[config.mk]
export PLATFORM = sky130hd
export DESIGN_NAME = fsn_cell
export DESIGN_NICKNAME = d
export VERILOG_FILES = /design/src/design/fsn_pkg.sv /design/src/design/fsn_cell.sv
export SDC_FILE = /design/constraint.sdc
export NUM_CORES = 1
export LEC_CHECK = 0
export BUFFER_PORTS_ARGS = -buffer_cell sky130_fd_sc_hd__buf_2
export CAP_MARGIN = 20
export CORE_MARGIN = 2
export CORE_UTILIZATION = 42
export CTS_CLUSTER_DIAMETER = 100
export DETAILED_ROUTE_END_ITERATION = 12
export MAX_ROUTING_LAYER = met4
export PLACE_DENSITY = 0.81
export SYNTH_ARGS = -nofsm -noshare
export SYNTH_HDL_FRONTEND = slang
export SYNTH_SLANG_ARGS = --single-unit
[constraint.sdc]
create_clock -name clock -period 2.9 [get_ports clock]
set_clock_uncertainty 0.1 [all_clocks]
set_input_delay 0.145 -clock clock [delete_from_list [all_inputs] [get_ports clock]]
set_output_delay 0.145 -clock clock [all_outputs]
set_load 0.02 [all_outputs]
[src/design/fsn_pkg.sv]
// ----------------------------------------------------------------------------
// fsn_pkg
// shared types and constants for the fixed-radius neighbor scan
// ----------------------------------------------------------------------------
`default_nettype none

package fsn_pkg;

   localparam int MAX_POINTS = 32;
   localparam int IDX_W      = (MAX_POINTS > 1) ? $clog2(MAX_POINTS) : 1;
   localparam int CNT_W      = $clog2(MAX_POINTS + 1);

   localparam int COORD_W    = 16;
   localparam int ID_W       = 16;
   localparam int SLOT_W     = 5;
   localparam int SQ_W       = 32;
   localparam int DIST_W     = 34;
   localparam int CSR_IDX_W  = 1;
   localparam int CSR_DATA_W = 16;
   localparam int PCOUNT_W   = 6;
   localparam int RADIUS_W   = 16;

   localparam logic MODE_LOAD  = 1'b0;
   localparam logic MODE_QUERY = 1'b1;

   localparam logic KIND_NEIGHBOR = 1'b0;
   localparam logic KIND_SUMMARY  = 1'b1;

   localparam logic [CSR_IDX_W-1:0] REG_POINT_COUNT = 1'b0;
   localparam logic [CSR_IDX_W-1:0] REG_RADIUS      = 1'b1;

   typedef struct packed {
      logic [ID_W-1:0]    id;
      logic [COORD_W-1:0] x;
      logic [COORD_W-1:0] y;
      logic [COORD_W-1:0] z;
   } point_type;

endpackage

`default_nettype wire

[src/design/fsn_cell.sv]
// ----------------------------------------------------------------------------
// fsn_cell
// one table slot of the point ring; loads by slot write, hands its point
// to the neighbor below while the ring rotates
// ----------------------------------------------------------------------------
`default_nettype none

module fsn_cell (
   input  wire logic              clock,
   input  wire logic              shift_en,
   input  wire logic              wr_en,
   input  wire fsn_pkg::point_type wr_pt,
   input  wire fsn_pkg::point_type nbr_pt,
   output fsn_pkg::point_type     pt
);
   import fsn_pkg::*;

   point_type pt_ff;
   point_type pt_in;

   always_comb begin
      pt_in = pt_ff;
      if (wr_en) begin
         pt_in = wr_pt;
      end else if (shift_en) begin
         pt_in = nbr_pt;
      end
   end

   always_ff @(posedge clock) begin
      pt_ff <= pt_in;
   end

   assign pt = pt_ff;

endmodule

`default_nettype wire

; Yosys cells after proc, flatten, opt, wreduce, memory -nomap -nowiden
; Cells that the tools add are included.
[totals]
output_inout_bits = 64
in_bits = 131
regBits = 64
word_cells = 7
[op_classes]
muxes = 2
n_reduce_logical = 1
[ops]
columns = operator, n
row1 = 64-bit two-way mux, 2
row2 = 2-bit nonzero test, 1

; Logic depth before layout (Yosys ltp)
[depth]
ltp_word = 2
mapped_depth = 3
ltp_nobuf = 1

; Worst setup path before layout
; Ideal clock, no wire load.
[synth_path]
path_type = input-to-reg
start = input wr_en
end = register pt_ff (netlist bit pt[0]) (enable)
arrival_ns = 1.894
n_path_buf = 2
slack_ns = 0.481
stages = 3
setup_time_ns = 0.426
required_ns = 2.374
path_cell_list = buf_6 buf_6 or2_1
[synth_via]
elab_chain_len = 1
[synth_rtl]
columns = item, line
row1 = "start, declared", fsn_cell.sv:11  ; input wire logic wr_en,
row2 = 2-bit nonzero test (no line), -
row3 = "end signal, assigned", fsn_cell.sv:31  ; pt_ff <= pt_in;
row4 = "end, declared", fsn_cell.sv:18  ; point_type pt_ff;
; Every way passes these cells.
; A chain may end at the register's enable or synchronous reset.

==> results by stage <==
Run status:
- The flow ran to the end, and the final reports show no timing, DRC or antenna violations.

Worst hold path:
- The worst min-delay path class is in -> reg.
- Along the worst hold path, the cell count comes to 2.

STA:
- The worst path in the final design needs a cycle of 1.60 ns, including I/O delays and setup.
- Setup violations remaining at the end of the flow were counted as 0.
- The headroom to the max-slew limit is 71.3%.
- The setup TNS is 0 ns.
- The worst slack on hold paths is 0.0143 ns.
- The post-route fraction of the period consumed by the critical path is between 50% and 60%.
- Timing would allow up to 623 MHz.
- The number of failing hold endpoints at the final stage is 0.
- At the pin with the least slew margin, the transition time is roughly 0.43 ns.
- Setup repair after global routing left no endpoint under its margin.
- The setup slack after layout is 1.30 ns.
- The final max-slew violation count came to 0.

Worst setup path:
- The kind of end point of the critical path is a register.
- The kind of critical path is in -> reg.
- At the worst endpoint, the required time is 2.88 ns.
- The data arrival time at the worst-slack endpoint is approximately 1.6 ns.
- The kind of launch point of the worst setup path is an input pin.
- In this run the worst path has a maximum fanout of 1.

Routing:
- The length of routed met3 wiring is 680 um.
- After detailed routing, the average wire length per cell comes to approximately 16 um.
- The final layout contains routed wiring with a total length of 6.69 mm.
- The total via count in the routed design is 2040.
- After detailed routing, the wire length on met1 is roughly 2.5 mm.
- In the detailed route, the total length drawn on met2 is 3.43 mm.
- The remaining design rule violation count is 0.
- After detailed routing, no signal wire sits above met4.
- Once detail routing completed, the nets flagged for antenna violations numbered 0.
- The detailed router finished its first iteration with roughly 60 violations.
- Using the TritonRoute via totals, the vias-per-cell ratio works out to 4.73.
- The number of search-and-repair iterations in the first detailed-routing pass is 5.

Die:
- The number of I/O pins is 195.
- The floorplan has 30 rows.
- The floorplan step set the die width to 87.2 um.
- The floorplan step defined a die boundary enclosing between 0.007 and 0.008 mm2.
- The core region is between 0.006 and 0.007 mm2.
- The overall die height is 87.2 um.
- The initial core utilization is approximately 43%.

Power:
- The leakage dissipation is roughly 2.0 nW.
- Across the VDD grid, the largest voltage drop is 0.000231 V.
- The design draws 2.25 mW.
- The power per standard cell area is 538 mW/mm2.

Global route:
- In the global route stage, overall resource usage came out at 16.6%.
- Entering global routing, the biggest net connects 35 pins.
- The total congestion overflow is 0.
- The via count of the first global-routing pass was between 1500 and 2000.
- The wire length of the first global-routing pass is 8.94 mm.
- The number of antenna violations at the first check in global routing came to 0.

Finish:
- The commonest non-fill, non-tap cell in the layout is sky130_fd_sc_hd__buf_2.
- The final non-filler cell area is between 0.004 and 0.005 mm2.
- 0 antenna diodes ended up in the layout.
- The area growth from synthesis to layout is 44.1%.
- The number of flip-flops under the largest register name is 64.
- In the final layout, the share of cells above drive strength 1 is 78.6%.
- After filler insertion, the fill cell instance count of the layout stands at 510.
- In the layout the commonest cells are 193 x sky130_fd_sc_hd__buf_2, 64 x sky130_fd_sc_hd__edfxtp_1, 49 x sky130_fd_sc_hd__mux2_4.
- In the final design database the tool counted 479 nets.

Clock tree:
- The number of buffers added by the clock tree synthesis step is 9.
- The longest clock path from root to sink contains 2 buffers.
- The number of H-tree levels is 3.
- The number of sinks handled by clock tree synthesis is 64.
- The clock edge transition at the registers on the reported setup and hold paths is 0.07 ns.
- The clock tree root buffer cell is sky130_fd_sc_hd__clkbuf_8.
- Once the clock tree was built, the resizer swapped 0 gates to a different size.
- TritonCTS built the clock tree.
- The setup fix buffers added after clock tree synthesis is 0.

Placed design:
- The area after detailed placement is between 0.003 and 0.004 mm2.
- At the end of routability-driven placement, the weighted congestion stood at roughly 0.74.
- In this run the tool buffered the top-level ports with around 190 buffer cells.
- OpenSTA, run right after detailed placement, puts the worst setup slack at 1.22 ns.

Yosys:
- Of the synthesized area, sequential elements account for 66.1%.
- After synthesis, the netlist uses 6 different library cells.
- The cell count after synthesis is 136.
- The number of nets in the synthesized netlist is roughly 270.
- Counting flops and latches in the post-synthesis netlist gives 64.
- The Yosys step of the flow raised 0 warnings.
- The synthesized netlist occupies a cell area of 0.00291 mm2.
- Dividing the synthesized area by the synthesized cell count gives 21.4 um2.

Flow run:
- The tool flagged a number of max-cap violations equal to 0.
## layer usage
layer  track usage, %  vias up
li1                 -      958
met1             16.9      931
met4             7.13        0
met5                -        -
met3             4.74       10
met2             29.8      141
## path summary, 6_finish.rpt
path / startpoint / to / slack, ns
hold / removal: wr_pt[13] / pt[13] / 0.01
setup / recovery: wr_pt[6] / pt[6] / 1.30
## area by class of cell
type                    instances  area, um2  area share, %
repair buffers                208       1100           26.4
multi-input cells              65        911           21.8
flip-flops and latches         64       1920           45.9
clock buffers                   9        124           2.96
well taps                      80        100           2.39
clock inverters                 5       26.3          0.628
## per-stage QoR
stage	utilization, %	std cells
6_report	62.0	431
5_1_grt	62.0	431
4_1_cts	60.9	424
3_5_place_dp	58.3	407
3_3_place_gp	58.3	407
2_1_floorplan	-	136
## Yosys cell counts
cell type,n,share of area (%)
sky130_fd_sc_hd__buf_2,1,0.17
sky130_fd_sc_hd__buf_6,6,2.3
sky130_fd_sc_hd__edfxtp_1,64,66
sky130_fd_sc_hd__mux2_2,15,5.8
sky130_fd_sc_hd__mux2_4,49,25
sky130_fd_sc_hd__or2_1,1,0.22
## power breakdown
group          switching [mW]  total [mW]  internal (mW)
sequential             0.0244        1.16           1.14
combinational           0.257       0.490          0.234
clock                   0.309       0.601          0.292
## critical path, cell delays in order
cell                            delay, ns
sky130_fd_sc_hd__dlygate4sd3_1       0.53
sky130_fd_sc_hd__buf_2               0.11
sky130_fd_sc_hd__mux2_2              0.24
sky130_fd_sc_hd__dlygate4sd3_1       0.55
## kinds of logic after synthesis
family,after synthesis,share of synthesized area (%)
muxes,64,31.1
DFF,64,66.1
buffers and inverters,7,2.50
and+or+nand+nor,1,0.215
## timing repair
item,CTS,global route
endpoints found under the setup margin,0,0
hold buffers,3,7
hold endpoints to repair,3,6
No activity file was read; power rests on OpenSTA's default activity.
