$ cat config.mk
export PLATFORM = sky130hd
export DESIGN_NAME = fsn_dist
export DESIGN_NICKNAME = d
export VERILOG_FILES = /design/src/design/fsn_pkg.sv /design/src/design/fsn_dist.sv
export SDC_FILE = /design/constraint.sdc
export NUM_CORES = 2
export LEC_CHECK = 0
export ABC_AREA = 1
export ABC_CLOCK_PERIOD_IN_PS = 9400
export BUFFER_PORTS_ARGS = -buffer_cell sky130_fd_sc_hd__buf_4
export CORE_ASPECT_RATIO = 0.8
export CORE_MARGIN = 5
export CORE_UTILIZATION = 57
export CTS_BUF_LIST = sky130_fd_sc_hd__clkbuf_2 sky130_fd_sc_hd__clkbuf_4 sky130_fd_sc_hd__clkbuf_8
export DETAILED_ROUTE_END_ITERATION = 6
export GPL_TIMING_DRIVEN = 0
export PLACE_DENSITY = 0.86
export SLEW_MARGIN = 20
export SYNTH_ARGS = -nofsm -noshare
export SYNTH_HDL_FRONTEND = slang
export SYNTH_SLANG_ARGS = --single-unit
$ cat constraint.sdc
create_clock -name clock -period 9.4 [get_ports clock]
set_input_delay 2.35 -clock clock [delete_from_list [all_inputs] [get_ports clock]]
set_output_delay 2.35 -clock clock [all_outputs]
set_load 0.005 [all_outputs]
$ cat src/design/fsn_pkg.sv
// ----------------------------------------------------------------------------
// fsn_pkg
// shared types and constants for the fixed-radius neighbor scan
// ----------------------------------------------------------------------------
`default_nettype none

package fsn_pkg;

   localparam int MAX_POINTS = 32;
   localparam int IDX_W      = (MAX_POINTS > 1) ? $clog2(MAX_POINTS) : 1;
   localparam int CNT_W      = $clog2(MAX_POINTS + 1);

   localparam int COORD_W    = 16;
   localparam int ID_W       = 16;
   localparam int SLOT_W     = 5;
   localparam int SQ_W       = 32;
   localparam int DIST_W     = 34;
   localparam int CSR_IDX_W  = 1;
   localparam int CSR_DATA_W = 16;
   localparam int PCOUNT_W   = 6;
   localparam int RADIUS_W   = 16;

   localparam logic MODE_LOAD  = 1'b0;
   localparam logic MODE_QUERY = 1'b1;

   localparam logic KIND_NEIGHBOR = 1'b0;
   localparam logic KIND_SUMMARY  = 1'b1;

   localparam logic [CSR_IDX_W-1:0] REG_POINT_COUNT = 1'b0;
   localparam logic [CSR_IDX_W-1:0] REG_RADIUS      = 1'b1;

   typedef struct packed {
      logic [ID_W-1:0]    id;
      logic [COORD_W-1:0] x;
      logic [COORD_W-1:0] y;
      logic [COORD_W-1:0] z;
   } point_type;

endpackage

`default_nettype wire

$ cat src/design/fsn_dist.sv
// ----------------------------------------------------------------------------
// fsn_dist
// squared distance of the head point to the query: registered squares,
// then the three-term sum
// ----------------------------------------------------------------------------
`default_nettype none

module fsn_dist (
   input  wire logic                        clock,
   input  wire logic                        en,
   input  wire fsn_pkg::point_type          pt,
   input  wire logic [fsn_pkg::COORD_W-1:0] qx,
   input  wire logic [fsn_pkg::COORD_W-1:0] qy,
   input  wire logic [fsn_pkg::COORD_W-1:0] qz,
   output logic [fsn_pkg::DIST_W-1:0]       sum_sq
);
   import fsn_pkg::*;

   logic signed [COORD_W:0]     dx, dy, dz;
   logic signed [2*COORD_W+1:0] px, py, pz;
   logic [SQ_W-1:0]             sq_x_ff, sq_y_ff, sq_z_ff;
   logic [SQ_W-1:0]             sq_x_in, sq_y_in, sq_z_in;

   always_comb begin
      dx = $signed({pt.x[COORD_W-1], pt.x}) - $signed({qx[COORD_W-1], qx});
      dy = $signed({pt.y[COORD_W-1], pt.y}) - $signed({qy[COORD_W-1], qy});
      dz = $signed({pt.z[COORD_W-1], pt.z}) - $signed({qz[COORD_W-1], qz});
      px = dx * dx;
      py = dy * dy;
      pz = dz * dz;
      sq_x_in = sq_x_ff;
      sq_y_in = sq_y_ff;
      sq_z_in = sq_z_ff;
      if (en) begin
         sq_x_in = px[SQ_W-1:0];
         sq_y_in = py[SQ_W-1:0];
         sq_z_in = pz[SQ_W-1:0];
      end
   end

   always_ff @(posedge clock) begin
      sq_x_ff <= sq_x_in;
      sq_y_ff <= sq_y_in;
      sq_z_ff <= sq_z_in;
   end

   assign sum_sq = DIST_W'(sq_x_ff) + DIST_W'(sq_y_ff) + DIST_W'(sq_z_ff);

endmodule

`default_nettype wire

# Word-level counts from Yosys, hierarchy flattened
# Cells that the tools add are included.
[op_classes]
addsub = 5
n_lt_le_gt_ge = 0
n_mux = 0
n_mul = 3
n_reduce_logical = 0
eq_ne = 0
n_div = 0
shift = 0
bitwise_logic = 0
[op_table]
columns = ["operator", "count"]
rows = [
  ["$mul 17x17->32", 3],
  ["$sub 16x16->17", 3],
  ["$add 33x32->34", 1],
  ["$add 32x32->33", 1],
]
[word_totals]
latch_bits = 0
output_inout_bits = 34
mem_bits_rw = 0
n_memories = 0
input_bits = 114
regBits = 96
word_cells = 11
romBits = 0

# Depth between registers and ports, before layout
[depth]
word_depth = 2
depth_mapped = 39
ltp_nobuf = 39

# Least setup slack after synthesis
# No wires, ideal clock.
[synth_timing]
path_kind = "input-to-reg"
startpoint = "input pt[16] in the netlist's numbering"
endpoint = "register sq_y_ff[29], data pin"
cell_stages = 28
arrival_ns = 8.638
n_path_buf = 1
setup_slack_ns = 0.509
setup_ns = 0.253
cell_sequence = "inv_1 > ha_1 > fa_1 > nand3b_1 > nand2_1 > nand2_1 > nand2_2 > nand3_1 > nand2_1 > nand2_1 > nand2_1 > buf_2 > nor2_1 > fa_1 > inv_1 > fa_1 > inv_1 > fa_1 > fa_1 > fa_1 > fa_1 > ha_1 > nand2_1 > nor2_1 > nand4_1 > or2_2 > nand4_1 > nand2_1"
[synth_via]
elab_chain_cells = 2
[synth_rtl]
columns = ["element", "line_no", "rtl"]
rows = [
  ["from (decl)", "fsn_dist.sv:11", "input wire fsn_pkg::point_type pt,"],
  ["$sub 16x16->17", "fsn_dist.sv:26", "dy = $signed({pt.y[COORD_W-1], pt.y}) - $signed({qy[COORD_W-1], qy});"],
  ["$mul 17x17->32", "fsn_dist.sv:29", "py = dy * dy;"],
  ["named net py[29]", "fsn_dist.sv:20", "logic signed [2*COORD_W+1:0] px, py, pz;"],
  ["to (signal assigned)", "fsn_dist.sv:43", "sq_y_ff <= sq_y_in;"],
  ["to (decl)", "fsn_dist.sv:21", "logic [SQ_W-1:0] sq_x_ff, sq_y_ff, sq_z_ff;"],
]
# The timed path passes the listed nets, and every way through them passes these cells.
# A chain may end at the register's enable or synchronous reset.

# Worst setup path in the final report
[layout_timing]
startpoint = "input pt[32] in the netlist's numbering"
endpoint = "register sq_x_ff[31], data pin"
[layout_via]
elab_chain_cells = 2
[layout_rtl]
columns = ["element", "line_no", "rtl"]
rows = [
  ["$sub 16x16->17", "fsn_dist.sv:25", "dx = $signed({pt.x[COORD_W-1], pt.x}) - $signed({qx[COORD_W-1], qx});"],
  ["$mul 17x17->32", "fsn_dist.sv:28", "px = dx * dx;"],
  ["named net px[31]", "fsn_dist.sv:20", ""],
  ["to (signal assigned)", "fsn_dist.sv:42", "sq_x_ff <= sq_x_in;"],
  ["to (decl)", "fsn_dist.sv:21", ""],
]
# The timed path passes the listed nets, and every way through them passes these cells.

==> impl_metrics.csv <==
group,metric,value,unit
setup_path,path_buf_inv,11,
clock_tree,htree_levels,3,
synthesis,synthesis.instances,4348,
setup_path,slowest_delay,0.59,ns
drt,drtIter0Drc,2632,
synthesis,syn_area,36730,µm²
global_route,grt_antenna_before_repair,0,
finish,mostFrequentLayoutCell,"inv_1",
drt,wire_per_inst,16.91,µm
die,fp.dieW,293.8,µm
outcome,violations,"design-rule violations",
placement,io_buffers,131,
timing,fin_hold_ws,2.533,ns
synthesis,netlist_top_cells_area,"fa_1 (44%), inv_1 (13%), ha_1 (11%), edfxtp_1 (7.6%), nand2_1 (6.6%)",
global_route,grtUsageTotal,26.17,%
die,pin_count,148,
synthesis,yosys.area.top_type_share,43.93,%
clock_tree,cts_buffer_depth,2,
min_path,holdCritStartpoint,"en",
clock_tree,path_clk_slew,0.11,ns
min_path,whs_path_depth,1,
setup_path,worstSetupPathType,"in -> reg",
drt,routed_wl,91000,µm
drt,num_vias,29000,
clock_tree,cts_root_buf,"clkbuf_8",
drt,via_per_inst,5.388,
synthesis,async_reset_ff_share,0,%
die,die_y,237.0,µm
die,num_rows,83,
synthesis,synth_warnings,0,
timing,max_slew_margin,42.84,%
timing,post-route-min-period,9.169,ns
min_path,hold_path_class,"in -> reg",
die,core_area,63970,µm²
setup_path,endpoint,"sq_x_ff[31]$_DFFE_PP_",
finish,mostFrequentLayoutCells,"inv_1 (1224), fa_1 (791), nand2_1 (632), nor2_1 (421), ha_1 (294)",
timing,setup_viol,0,
timing,slew_viol_final,0,
global_route,grt_max_degree,94,
synthesis,ys_types,51,
clock_tree,cts_made_buffers,9,
timing,setup_tns,0,ns
synthesis,synth_edf_count,93,
setup_path,endpoint_kind,"flip-flop",
synthesis,syn_avg_cell_area,8.447,µm²
job,drv_cap,0,
drt,drc_errors,4,
setup_path,crit_top_cell,"inv_1",
finish,final_nets,5762,
finish,drive_above_1_share,9.245,%
timing,finalCritPeriodShare,97.54,%
timing,hold_violations,0,
placement,routabilityCongestion,0.9596,
setup_path,crit_start,"pt[32]",
global_route,grt_pass1_wl,147800,µm
timing,fmax,0.1091,GHz
drt,drt-pass1-iter-count,7,
setup_path,crit_cells,33,
die,die-area,69640,µm²
setup_path,worstPathArrival,9.29,ns
synthesis,synth-seq-cells,93,
synthesis,seq_area_frac_synth,7.604,%
clock_tree,ctsHoldBuffers,0,
setup_path,startpoint_type,"input port",
setup_path,crit_family,"adder cells",
placement,hpwl,78500,µm
synthesis,ys.flop_type,"edfxtp_1",
finish,nFillCells,5215,
setup_path,cp_max_fo,10,
clock_tree,cts_tree,"built",
outcome,status,"finished, violations left",
finish,area_delta_synth_final,8.946,%
global_route,grt_pass1_vias,30170,
finish,diodes,0,
die,start_util,57.41,%
synthesis,yosys.area.top_type,"fa_1",
global_route,overflow,0,
clock_tree,numClockSinks,93,
drt,drtAntennaViolNets,0,
setup_path,crit_slowest_cell,"fa_1",
timing,worst_pin_slew,0.8575,ns
setup_path,cp.required,9.52,ns
## routing by layer
metal | GRT usage (%) | routed length, µm | up-vias
met5 | 0 | 0 | -
met3 | 7.417 | 10420 | 177
li1 | - | - | 13190
met4 | 5.152 | 1858 | 0
met2 | 40.53 | 41120 | 1355
met1 | 37.45 | 37600 | 14270
## what timing repair did
action                                  4_1_cts  5_1_grt
setup buffers                                 3       32
pin swaps                                     4       17
endpoints found under the setup margin       26       49
resized for setup                            43      141
## layout make-up
cell class / count / area (µm²) / share of cell area [%]
clock buffers: 9 / 123.9 / 0.3096
repair buffers: 166 / 1262 / 3.155
multi-input cells: 2943 / 29590 / 73.96
clock inverters: 7 / 75.07 / 0.1876
plain buffers: 60 / 381.6 / 0.9537
inverters: 1254 / 4720 / 11.79
well taps: 850 / 1064 / 2.658
flip-flops and latches: 93 / 2793 / 6.979
## per-stage QoR
stage	setup slack, ns	utilization, %	cell area (µm²)	std cells
2_1_floorplan	0.5089	-	36740	4350
3_3_place_gp	-0.9761	60.62	38780	5331
3_5_place_dp	-1.132	60.64	38790	5331
4_1_cts	0.01020	61.32	39230	5350
5_1_grt	-0.03102	62.55	40010	5382
6_report	0.2315	62.55	40010	5382
## worst min path at each step
stage	to	slack, ns
floorplan	sq_x_ff[0]$_DFFE_PP_	2.46
global placement	sum_sq[0]	3.08
detailed placement	sum_sq[0]	3.09
CTS	sq_x_ff[2]$_DFFE_PP_	2.73
global route	sq_x_ff[2]$_DFFE_PP_	2.56
finish	sq_x_ff[2]$_DFFE_PP_	2.53
## flip-flops by register name, indices dropped and copies added (netlist names)
signal / count
sq_z_ff: 31
sq_y_ff: 31
sq_x_ff: 31
## cell usage after synthesis, drive strengths merged (2+ instances only)
cell type	count
inv	1254
fa	806
nand2	653
nor2	464
ha	315
a21oi	178
nand3	109
xor2	109
edfxtp	93
o21ai	85
xnor2	55
buf	41
nor3	27
nand4	25
clkbuf	19
a21o	16
or2	14
o21bai	13
a31oi	11
nand3b	11
o31ai	8
and3	7
o21a	7
nor4	6
o211ai	6
a211oi	2
a21boi	2
a221oi	2
a31o	2
nor3b	2
## kinds of logic (layout without fill, tap and decap cells)
logic type               count (synthesis)  after routing  synth area share (%)
other                                    1              3               0.01021
AO/OA/AOI/OAI                          334            334                 5.113
buffers and inverters                 1314           1496                 13.68
adder cells (fa/ha/maj)               1121           1121                 54.66
multiplexers                             1              1               0.02725
AND/OR/NAND/NOR                       1320           1320                 14.78
flip-flops                              93             93                 7.604
XOR/XNOR                               164            164                 4.115
Power is not shown: default switching activity piles up to over one toggle a cycle in this logic, so the estimate is an artifact.
